<file path="config.mk">
export PLATFORM = sky130hd
export DESIGN_NAME = yuyv_to_bgr888_converter_core
export DESIGN_NICKNAME = d
export VERILOG_FILES = /design/src/rtl/yuyv_pkg.sv /design/src/rtl/yuyv_cfg_regs.sv /design/src/rtl/yuyv_calc.sv /design/src/rtl/yuyv_to_bgr888_converter_core.sv
export SDC_FILE = /design/constraint.sdc
export NUM_CORES = 1
export LEC_CHECK = 0
export BUFFER_PORTS_ARGS = -buffer_cell sky130_fd_sc_hd__buf_2
export CAP_MARGIN = 5
export CORE_ASPECT_RATIO = 0.6
export CORE_MARGIN = 10
export CORE_UTILIZATION = 59
export CTS_CLUSTER_SIZE = 12
export DETAILED_ROUTE_END_ITERATION = 10
export GPL_TIMING_DRIVEN = 0
export MAX_ROUTING_LAYER = met4
export PLACE_DENSITY_LB_ADDON = 0.12
export SLEW_MARGIN = 20
export SYNTH_ARGS = -nofsm -noshare
export SYNTH_HDL_FRONTEND = slang
export SYNTH_SLANG_ARGS = --single-unit
</file>
<file path="constraint.sdc">
create_clock -name clk_i -period 8.02 [get_ports clk_i]
set_clock_uncertainty 0.05 [all_clocks]
set_input_delay 2.005 -clock clk_i [delete_from_list [all_inputs] [get_ports clk_i]]
set_output_delay 2.005 -clock clk_i [all_outputs]
set_load 0.01 [all_outputs]
</file>
<file path="src/rtl/yuyv_pkg.sv">
`default_nettype none
// ----------------------------------------------------------------------------
// YUYV converter package
// Shared types, register indexes and reset gains for the YUYV to BGR888 core.
// ----------------------------------------------------------------------------
package yuyv_pkg;

  // Coefficient registers are 12-bit unsigned fixed-point gains.
  localparam int unsigned CoefWidth = 12;
  localparam int unsigned CfgIdxWidth = 2;
  localparam int unsigned PixWidth = 8;

  typedef logic [CoefWidth-1:0]   coef_t;
  typedef logic [CfgIdxWidth-1:0] cfg_idx_t;
  typedef logic [PixWidth-1:0]    pix_t;

  // Register indexes of the configuration port.
  localparam cfg_idx_t CfgRedFromV   = 2'd0;
  localparam cfg_idx_t CfgGreenFromU = 2'd1;
  localparam cfg_idx_t CfgGreenFromV = 2'd2;
  localparam cfg_idx_t CfgBlueFromU  = 2'd3;

  // Reset gains in Q10 (BT.601: 1.402, 0.344, 0.714, 1.772).
  localparam coef_t RstRedFromV   = 12'd1436;
  localparam coef_t RstGreenFromU = 12'd352;
  localparam coef_t RstGreenFromV = 12'd731;
  localparam coef_t RstBlueFromU  = 12'd1815;

  // The set of gains that the datapath uses.
  typedef struct packed {
    coef_t red_from_v;
    coef_t green_from_u;
    coef_t green_from_v;
    coef_t blue_from_u;
  } coef_set_t;

  // Two output pixels in blue, green, red order.
  typedef struct packed {
    pix_t blue_first;
    pix_t green_first;
    pix_t red_first;
    pix_t blue_second;
    pix_t green_second;
    pix_t red_second;
  } bgr_pair_t;

endpackage
`default_nettype wire

</file>
<file path="src/rtl/yuyv_cfg_regs.sv">
`default_nettype none
// ----------------------------------------------------------------------------
// YUYV converter coefficient registers
// Holds the four chroma gains, written through a plain indexed write port.
// ----------------------------------------------------------------------------
module yuyv_cfg_regs
  import yuyv_pkg::*;
(
  input  wire logic      clk_i,
  input  wire logic      rst_ni,
  input  wire logic      cfg_we_i,
  input  wire cfg_idx_t  cfg_index_i,
  input  wire coef_t     cfg_wdata_i,
  output coef_set_t      coefs_o
);

  coef_set_t coefs_q, coefs_d;

  // Decode the write index onto the matching gain.
  always_comb begin
    coefs_d = coefs_q;
    if (cfg_we_i) begin
      unique case (cfg_index_i)
        CfgRedFromV:   coefs_d.red_from_v   = cfg_wdata_i;
        CfgGreenFromU: coefs_d.green_from_u = cfg_wdata_i;
        CfgGreenFromV: coefs_d.green_from_v = cfg_wdata_i;
        CfgBlueFromU:  coefs_d.blue_from_u  = cfg_wdata_i;
        default:       coefs_d = coefs_q;
      endcase
    end
  end

  // Gains reset to the BT.601 values.
  always_ff @(posedge clk_i or negedge rst_ni) begin
    if (!rst_ni) begin
      coefs_q.red_from_v   <= RstRedFromV;
      coefs_q.green_from_u <= RstGreenFromU;
      coefs_q.green_from_v <= RstGreenFromV;
      coefs_q.blue_from_u  <= RstBlueFromU;
    end else begin
      coefs_q <= coefs_d;
    end
  end

  assign coefs_o = coefs_q;

endmodule
`default_nettype wire

</file>
<file path="src/rtl/yuyv_calc.sv">
`default_nettype none
// ----------------------------------------------------------------------------
// YUYV converter color math
// Computes both BGR pixels of one macropixel: luma plus signed chroma terms,
// floor shift by the fraction bits and clamp to 0..255.
// ----------------------------------------------------------------------------
module yuyv_calc
  import yuyv_pkg::*;
#(
  parameter int unsigned COEF_FRAC_BITS = 10
) (
  input  wire coef_set_t coefs_i,
  input  wire pix_t      luma_first_i,
  input  wire pix_t      chroma_blue_i,
  input  wire pix_t      luma_second_i,
  input  wire pix_t      chroma_red_i,
  output bgr_pair_t      pair_o
);

  // A product of a 13-bit signed gain and a 9-bit signed chroma fits 22 bits.
  localparam int unsigned ProdWidth = CoefWidth + 1 + PixWidth + 1;
  localparam int unsigned BaseWidth = PixWidth + COEF_FRAC_BITS;
  localparam int unsigned SumWidth =
      ((BaseWidth > ProdWidth) ? BaseWidth : ProdWidth) + 2;

  typedef logic signed [SumWidth-1:0] sum_t;

  logic signed [PixWidth:0]    du, dv;
  logic signed [ProdWidth-1:0] p_blue_u, p_green_u, p_green_v, p_red_v;
  sum_t base_first, base_second;
  sum_t ext_blue_u, ext_green_u, ext_green_v, ext_red_v;

  // Floor shift and saturate one channel sum to a byte.
  function automatic pix_t clamp_sum(input sum_t sum);
    pix_t res;
    if (sum[SumWidth-1]) begin
      res = '0;
    end else if (|sum[SumWidth-2:COEF_FRAC_BITS+PixWidth]) begin
      res = '1;
    end else begin
      res = sum[COEF_FRAC_BITS+PixWidth-1:COEF_FRAC_BITS];
    end
    return res;
  endfunction

  // Remove the chroma offset of 128.
  assign du = $signed({1'b0, chroma_blue_i}) - 9'sd128;
  assign dv = $signed({1'b0, chroma_red_i}) - 9'sd128;

  // Four chroma products, shared by both pixels.
  assign p_blue_u  = ProdWidth'($signed({1'b0, coefs_i.blue_from_u}))  * ProdWidth'(du);
  assign p_green_u = ProdWidth'($signed({1'b0, coefs_i.green_from_u})) * ProdWidth'(du);
  assign p_green_v = ProdWidth'($signed({1'b0, coefs_i.green_from_v})) * ProdWidth'(dv);
  assign p_red_v   = ProdWidth'($signed({1'b0, coefs_i.red_from_v}))   * ProdWidth'(dv);

  assign ext_blue_u  = sum_t'(p_blue_u);
  assign ext_green_u = sum_t'(p_green_u);
  assign ext_green_v = sum_t'(p_green_v);
  assign ext_red_v   = sum_t'(p_red_v);

  // Luma scaled to the fixed-point grid.
  assign base_first  = $signed({{(SumWidth-BaseWidth){1'b0}}, luma_first_i,
                                {COEF_FRAC_BITS{1'b0}}});
  assign base_second = $signed({{(SumWidth-BaseWidth){1'b0}}, luma_second_i,
                                {COEF_FRAC_BITS{1'b0}}});

  // Channel sums and clamps for both pixels.
  assign pair_o.blue_first   = clamp_sum(base_first + ext_blue_u);
  assign pair_o.green_first  = clamp_sum(base_first - ext_green_u - ext_green_v);
  assign pair_o.red_first    = clamp_sum(base_first + ext_red_v);
  assign pair_o.blue_second  = clamp_sum(base_second + ext_blue_u);
  assign pair_o.green_second = clamp_sum(base_second - ext_green_u - ext_green_v);
  assign pair_o.red_second   = clamp_sum(base_second + ext_red_v);

endmodule
`default_nettype wire

</file>
<file path="src/rtl/yuyv_to_bgr888_converter_core.sv">
`default_nettype none
// Data path: after the input accept edge the word sits in the input register,
// then the color math loads the result register, which raises out_valid_o.
// Throughput: one macropixel per cycle; the input stalls only when both
// registers hold words and the output word is not taken.
// Reset: asynchronous active low; clears both valid flags and restores the
// BT.601 gains.
// ----------------------------------------------------------------------------
// YUYV to BGR888 converter core
// Converts one YUYV 4:2:2 macropixel into two BGR888 pixels per word.
// ----------------------------------------------------------------------------
module yuyv_to_bgr888_converter_core
  import yuyv_pkg::*;
#(
  parameter int unsigned COEF_FRAC_BITS = 10
) (
  input  wire logic      clk_i,
  input  wire logic      rst_ni,
  // Configuration write port.
  input  wire logic      cfg_we_i,
  input  wire cfg_idx_t  cfg_index_i,
  input  wire coef_t     cfg_wdata_i,
  // Input macropixel channel.
  input  wire logic      in_valid_i,
  output logic           in_ready_o,
  input  wire pix_t      luma_first_i,
  input  wire pix_t      chroma_blue_i,
  input  wire pix_t      luma_second_i,
  input  wire pix_t      chroma_red_i,
  // Output pixel pair channel.
  output logic           out_valid_o,
  input  wire logic      out_ready_i,
  output pix_t           blue_first_o,
  output pix_t           green_first_o,
  output pix_t           red_first_o,
  output pix_t           blue_second_o,
  output pix_t           green_second_o,
  output pix_t           red_second_o
);

  coef_set_t coefs;
  bgr_pair_t pair_d, pair_q;
  logic      in_vld_q, out_vld_q;
  logic      out_adv, in_adv;
  pix_t      luma_first_q, chroma_blue_q, luma_second_q, chroma_red_q;

  // Coefficient storage.
  yuyv_cfg_regs u_cfg (
    .clk_i       (clk_i),
    .rst_ni      (rst_ni),
    .cfg_we_i    (cfg_we_i),
    .cfg_index_i (cfg_index_i),
    .cfg_wdata_i (cfg_wdata_i),
    .coefs_o     (coefs)
  );

  // Stage handshakes: the result register loads when empty or drained.
  assign out_adv    = !out_vld_q || out_ready_i;
  assign in_ready_o = !in_vld_q || out_adv;
  assign in_adv     = in_valid_i && in_ready_o;

  // Input register valid and result register valid.
  always_ff @(posedge clk_i or negedge rst_ni) begin
    if (!rst_ni) begin
      in_vld_q  <= 1'b0;
      out_vld_q <= 1'b0;
    end else begin
      if (in_ready_o) begin
        in_vld_q <= in_valid_i;
      end
      if (out_adv) begin
        out_vld_q <= in_vld_q;
      end
    end
  end

  // Input word register.
  always_ff @(posedge clk_i) begin
    if (in_adv) begin
      luma_first_q  <= luma_first_i;
      chroma_blue_q <= chroma_blue_i;
      luma_second_q <= luma_second_i;
      chroma_red_q  <= chroma_red_i;
    end
  end

  // Color math between the two registers.
  yuyv_calc #(
    .COEF_FRAC_BITS (COEF_FRAC_BITS)
  ) u_calc (
    .coefs_i       (coefs),
    .luma_first_i  (luma_first_q),
    .chroma_blue_i (chroma_blue_q),
    .luma_second_i (luma_second_q),
    .chroma_red_i  (chroma_red_q),
    .pair_o        (pair_d)
  );

  // Result register.
  always_ff @(posedge clk_i) begin
    if (out_adv && in_vld_q) begin
      pair_q <= pair_d;
    end
  end

  assign out_valid_o    = out_vld_q;
  assign blue_first_o   = pair_q.blue_first;
  assign green_first_o  = pair_q.green_first;
  assign red_first_o    = pair_q.red_first;
  assign blue_second_o  = pair_q.blue_second;
  assign green_second_o = pair_q.green_second;
  assign red_second_o   = pair_q.red_second;

endmodule
`default_nettype wire

</file>
# == Word-level counts from Yosys, hierarchy flattened ==
# Index checks and enable logic that the tools add are counted.
# op_classes
add_sub_neg,10
multipliers,4
n_eq_ne,3
mux,6
n_reduce_logical,17
# op_table
cell,n
adder 19 x 22 -> 23 bit,4
multiplier 13 x 9 -> 22 bit,4
2-to-1 mux 8 bit,6
subtractor 23 x 22 -> 24 bit,2
subtractor 19 x 22 -> 23 bit,2
OR reduction 5 bit,6
"subtractor 8 x 8 -> 9 bit, second input constant",2
AND reduction 2 bit,4
"== test 2 bit, second input constant",2
"== test 2 x 1 -> 1 bit, second input constant",1
logical AND 1 bit,2
logical NOT 1 bit,2
logical NOT 2 bit,1
logical OR 1 bit,2
# totals
reg_bits,130
elab_cells,56

# == Depth between registers and ports, before layout ==
# logic_depth
depth_word,6
mapped_depth,34

# == Cells and area by module ==
# Synthesis repeated with hierarchy kept, for this count alone.
# hier_totals
cells_unflattened,2278
area_unflattened_um2,21961.1
# modules_own_cells
mod,n_inst,cells_per_inst,area_per_inst_um2,seq_area_each_um2
yuyv_calc,1,2086,17624.4,0.0
yuyv_to_bgr888_converter_core,1,88,2506.2,2452.4
yuyv_cfg_regs,1,104,1830.5,1229.9

# == Worst setup path after synthesis ==
# Ideal clock, no wire load.
# synth_path
path_kind,register to register
from,register chroma_red_q[7]
to,register pair_q (netlist bit green_first_o[3]) (data pin)
setup_time_ps,283
arrival_ps,7818
slack_ps,-132
path_stages_with_launch,29
period_less_slack_ps,8152
path_cell_list,edfxtp_1 inv_1 buf_1 nand2_1 fa_1 fa_1 inv_1 fa_1 fa_1 inv_1 fa_1 inv_1 ha_1 inv_1 o21ai_1 a21oi_1 o21a_1 o21ai_1 o41ai_1 xnor2_1 fa_1 inv_1 ha_1 or4_1 a41o_1 a21oi_1 mux2_1 a221oi_1 a21oi_1
# synth_between
elab_chain_cells,5
# synth_lines
item,line_no,text
start: declaration,yuyv_to_bgr888_converter_core.sv:45,"pix_t luma_first_q, chroma_blue_q, luma_second_q, chroma_red_q;"
start signal: assignment,yuyv_to_bgr888_converter_core.sv:83,chroma_red_q <= chroma_red_i;
subtractor 8 x 8 -> 9 bit *,yuyv_calc.sv:48,"assign dv = $signed({1'b0, chroma_red_i}) - 9'sd128;"
multiplier 13 x 9 -> 22 bit *,yuyv_calc.sv:53,"assign p_green_v = ProdWidth'($signed({1'b0, coefs_i.green_from_v})) * ProdWidth'(dv);"
subtractor 23 x 22 -> 24 bit *,yuyv_calc.sv:69,assign pair_o.green_first = clamp_sum(base_first - ext_green_u - ext_green_v);
OR reduction 5 bit,yuyv_calc.sv:38,end else if (|sum[SumWidth-2:COEF_FRAC_BITS+PixWidth]) begin
2-to-1 mux 8 bit,yuyv_calc.sv:38,
end signal: assignment,yuyv_to_bgr888_converter_core.sv:102,pair_q <= pair_d;
end: declaration,yuyv_to_bgr888_converter_core.sv:42,"bgr_pair_t pair_d, pair_q;"
# Mark *: on every way between the ends. The rest lies on a longest branch, timed or not.
# A chain may end at the register's enable or synchronous reset.

# == Final worst setup path ==
# layout_path
from,register u_cfg.coefs_q (netlist bit u_cfg.coefs_o[26])
to,register pair_q (netlist bit green_first_o[5]) (data pin)
# layout_between
elab_chain_cells,5
# layout_lines
item,line_no,text
start: declaration,yuyv_cfg_regs.sv:17,"coef_set_t coefs_q, coefs_d;"
start signal: assignment,yuyv_cfg_regs.sv:41,coefs_q <= coefs_d;
multiplier 13 x 9 -> 22 bit *,yuyv_calc.sv:52,"assign p_green_u = ProdWidth'($signed({1'b0, coefs_i.green_from_u})) * ProdWidth'(du);"
subtractor 19 x 22 -> 23 bit *,yuyv_calc.sv:69,
subtractor 23 x 22 -> 24 bit *,yuyv_calc.sv:69,
OR reduction 5 bit,yuyv_calc.sv:38,
2-to-1 mux 8 bit,yuyv_calc.sv:38,
# Marks and branches as above.

==> results.cfg <==
[status]
outcome = complete, no violations

[synthesis]
synth_cell_types = 70
yosysSeqAreaShare = 0.170
synth.area.top_cells = fa_1 (28%), ha_1 (18%), edfxtp_1 (11%), inv_1 (7.0%), and2_1 (4.4%)
yosysTopAreaCell = fa_1
syn_inst = 2275
synthFlopType = edfxtp_1
syn_nets = 2937
synth_top_area_share = 0.279
synth_edf_count = 80
synth_warnings = 0
synth_area_per_cell_sq_um = 9.54
async_flop_share = 0.385
synth_area_sq_um = 21700
synth.ff_latch_count = 130

[timing]
rsz0062_at_grt = true
period_needed_ns = 7.86
hold_viol = 0
fin_crit_sh = 0.980
max_freq_ghz = 0.127
setup_viol = 0
slew_violations = 0
relSlewSlack = 0.466
setup-tns-final_ns = 0
tightest_slew_ns = 0.801

[critical_path]
arrival_ns = 7.98
start_kind = flop
cp_data_required_time_ns = 8.14
startpoint = u_cfg.coefs_o[26]
critical_path.slowest_cell = dfrtp_1
cp_slowest_stage_delay_ns = 0.71
r2r-start = u_cfg.coefs_o[26]
cp_common_cell = fa_1
rrSetupSlack_ns = 0.16
endpoint_kind = flop
crit_type = flop to flop
worstPathMaxFanout = 10

[placement]
dp_hpwl_um = 47700
port_buffers = 100
gp_congestion = 0.939
post_dp_cell_area_sq_um = 22800

[route]
wl_per_cell_um = 20.2
drt-initial-drc-count = 1434
firstDrtPassIters = 6
wirelength_um = 59100
drtAntennaViolNets = 0
vias = 16600
avgViaCountPerCell = 5.70
drc = 0

[final_layout]
final_common_cell = inv_1
drive_gt1_frac = 0.168
multiInputGateArea_sq_um = 16700
seq_area_sq_um = 3690
final_nets = 3089
synthToLayoutAreaGrowth_pct = 12.7
nFillCells = 2884
fin_area_sq_um = 24500
layout_common_cells = inv_1 (398), fa_1 (302), ha_1 (302), nand2_1 (246), and2_1 (149)

[global_routing]
antenna_found_initial = 3
grt.total_usage = 0.272
grt_pass1_vias = 16600
grt_max_degree = 51
grt_pass1_wl_um = 92500
grt-ovfl-total = 0

[clock_tree]
cts_tree = yes
cts.path.max_buffers = 2
cts_htree_levels = 4
cts_buffers = 17
clockRootBuffer = clkbuf_16
clk_pin_slew_ns = 0.07
cts.sinks = 130
clk_latency_ns = 0.46

[die]
rows = 54
core_area_sq_um = 36300
dieArea_sq_um = 45100
ios = 101
die_x_um = 268
die_height_um = 169
start_util = 0.597

[job]
cap_violations = 0

[worst_hold_path]
hold_start = in_vld_q
hold_path.class = flop to flop
-- layer usage --
layer  track usage  vias up  wire length (um)
met5             -        -                 0
met3        0.0737       75              6150
li1              -     7580                 -
met1         0.394     8293             27600
met4        0.0512        0               855
met2         0.376      672             24500
-- flip-flops by register name, indices dropped and copies added (netlist names) --
register	count
luma_second_q	8
chroma_blue_q	8
green_first_o	8
in_vld_q	1
blue_first_o	8
luma_first_q	8
blue_second_o	8
red_first_o	8
out_valid_o	1
green_second_o	8
chroma_red_q	8
u_cfg.coefs_o	48
red_second_o	8
-- worst max-delay path, delay by kind of cell, from the launching register on --
family,cells,cell delay (ns)
AND/OR/NAND/NOR,4,0.81
multiplexers,1,0.33
flip-flops,1,0.71
XOR/XNOR,1,0.18
AO/OA/AOI/OAI,9,1.57
adder cells (fa/ha/maj),8,3.55
buffers and inverters,5,0.36
-- cell families (layout without fill, tap and decap cells) --
logic type               count (synthesis)  after routing  share of synthesized area
AO/OA/AOI/OAI                          273            273                     0.0815
adder cells (fa/ha/maj)                611            611                      0.457
buffers and inverters                  494            659                     0.0855
AND/OR/NAND/NOR                        627            627                      0.144
other                                    0              2                          0
multiplexers                            53             53                     0.0273
flip-flops                             130            130                      0.170
XOR/XNOR                                87             87                     0.0355
-- worst paths after layout --
path | depth (start not counted) | to
setup / recovery | 28 | green_first_o[5]
setup reg to reg | 28 | green_first_o[5]
min in group asynchronous | 1 | u_cfg.coefs_o[6]
hold / removal | 1 | out_valid_o
max in group asynchronous | 1 | u_cfg.coefs_o[31]
hold reg to reg | 1 | out_valid_o
-- per-stage QoR --
step	setup slack, ns	utilization	hold slack, ns	std cells
final	0.162	0.673	0.465	2918
after global routing	-0.0558	0.673	0.483	2918
after CTS	0.000723	0.655	0.467	2892
after detailed placement	-1.27	0.628	0.453	2852
after global placement	-1.19	0.627	0.423	2851
after floorplan	0.0595	-	0.399	2275
-- layout make-up --
class,count,share of cell area
Antenna cell,2,0.000205
Buffer,59,0.0145
Clock buffer,17,0.0174
Clock inverter,15,0.00716
Inverter,405,0.0622
Multi-Input combinational cell,1651,0.681
Sequential cell,130,0.151
Tap cell,476,0.0244
Timing Repair Buffer,163,0.0421
-- synth_stat cells, types with 14 or more instances --
| cell | n |
|---|---|
| xor2_1 | 35 |
| ha_1 | 309 |
| and2_1 | 151 |
| nor2_1 | 68 |
| nor2b_1 | 36 |
| edfxtp_1 | 80 |
| dfrtp_1 | 27 |
| inv_1 | 404 |
| o21ai_0 | 21 |
| dfstp_2 | 23 |
| o21a_1 | 28 |
| nand2_1 | 246 |
| a21oi_1 | 106 |
| o21ai_1 | 19 |
| fa_1 | 302 |
| or2_2 | 30 |
| clkbuf_1 | 82 |
| nor3_1 | 18 |
| xnor2_1 | 51 |
| nand3_1 | 21 |
| a21o_1 | 21 |
| mux2_2 | 39 |
| o21bai_1 | 14 |
-- repair_timing --
action / 4_1_cts / 5_1_grt
setup buffers: 26 / 36
hold buffers: 0 / 0
endpoints found under the setup margin: 48 / 48
pin swaps: 9 / 27
gates resized for setup: 72 / 110
Power is left out: the tool's default activity adds up to more than one toggle a clock period on the data nets, which glitch-free logic cannot reach.
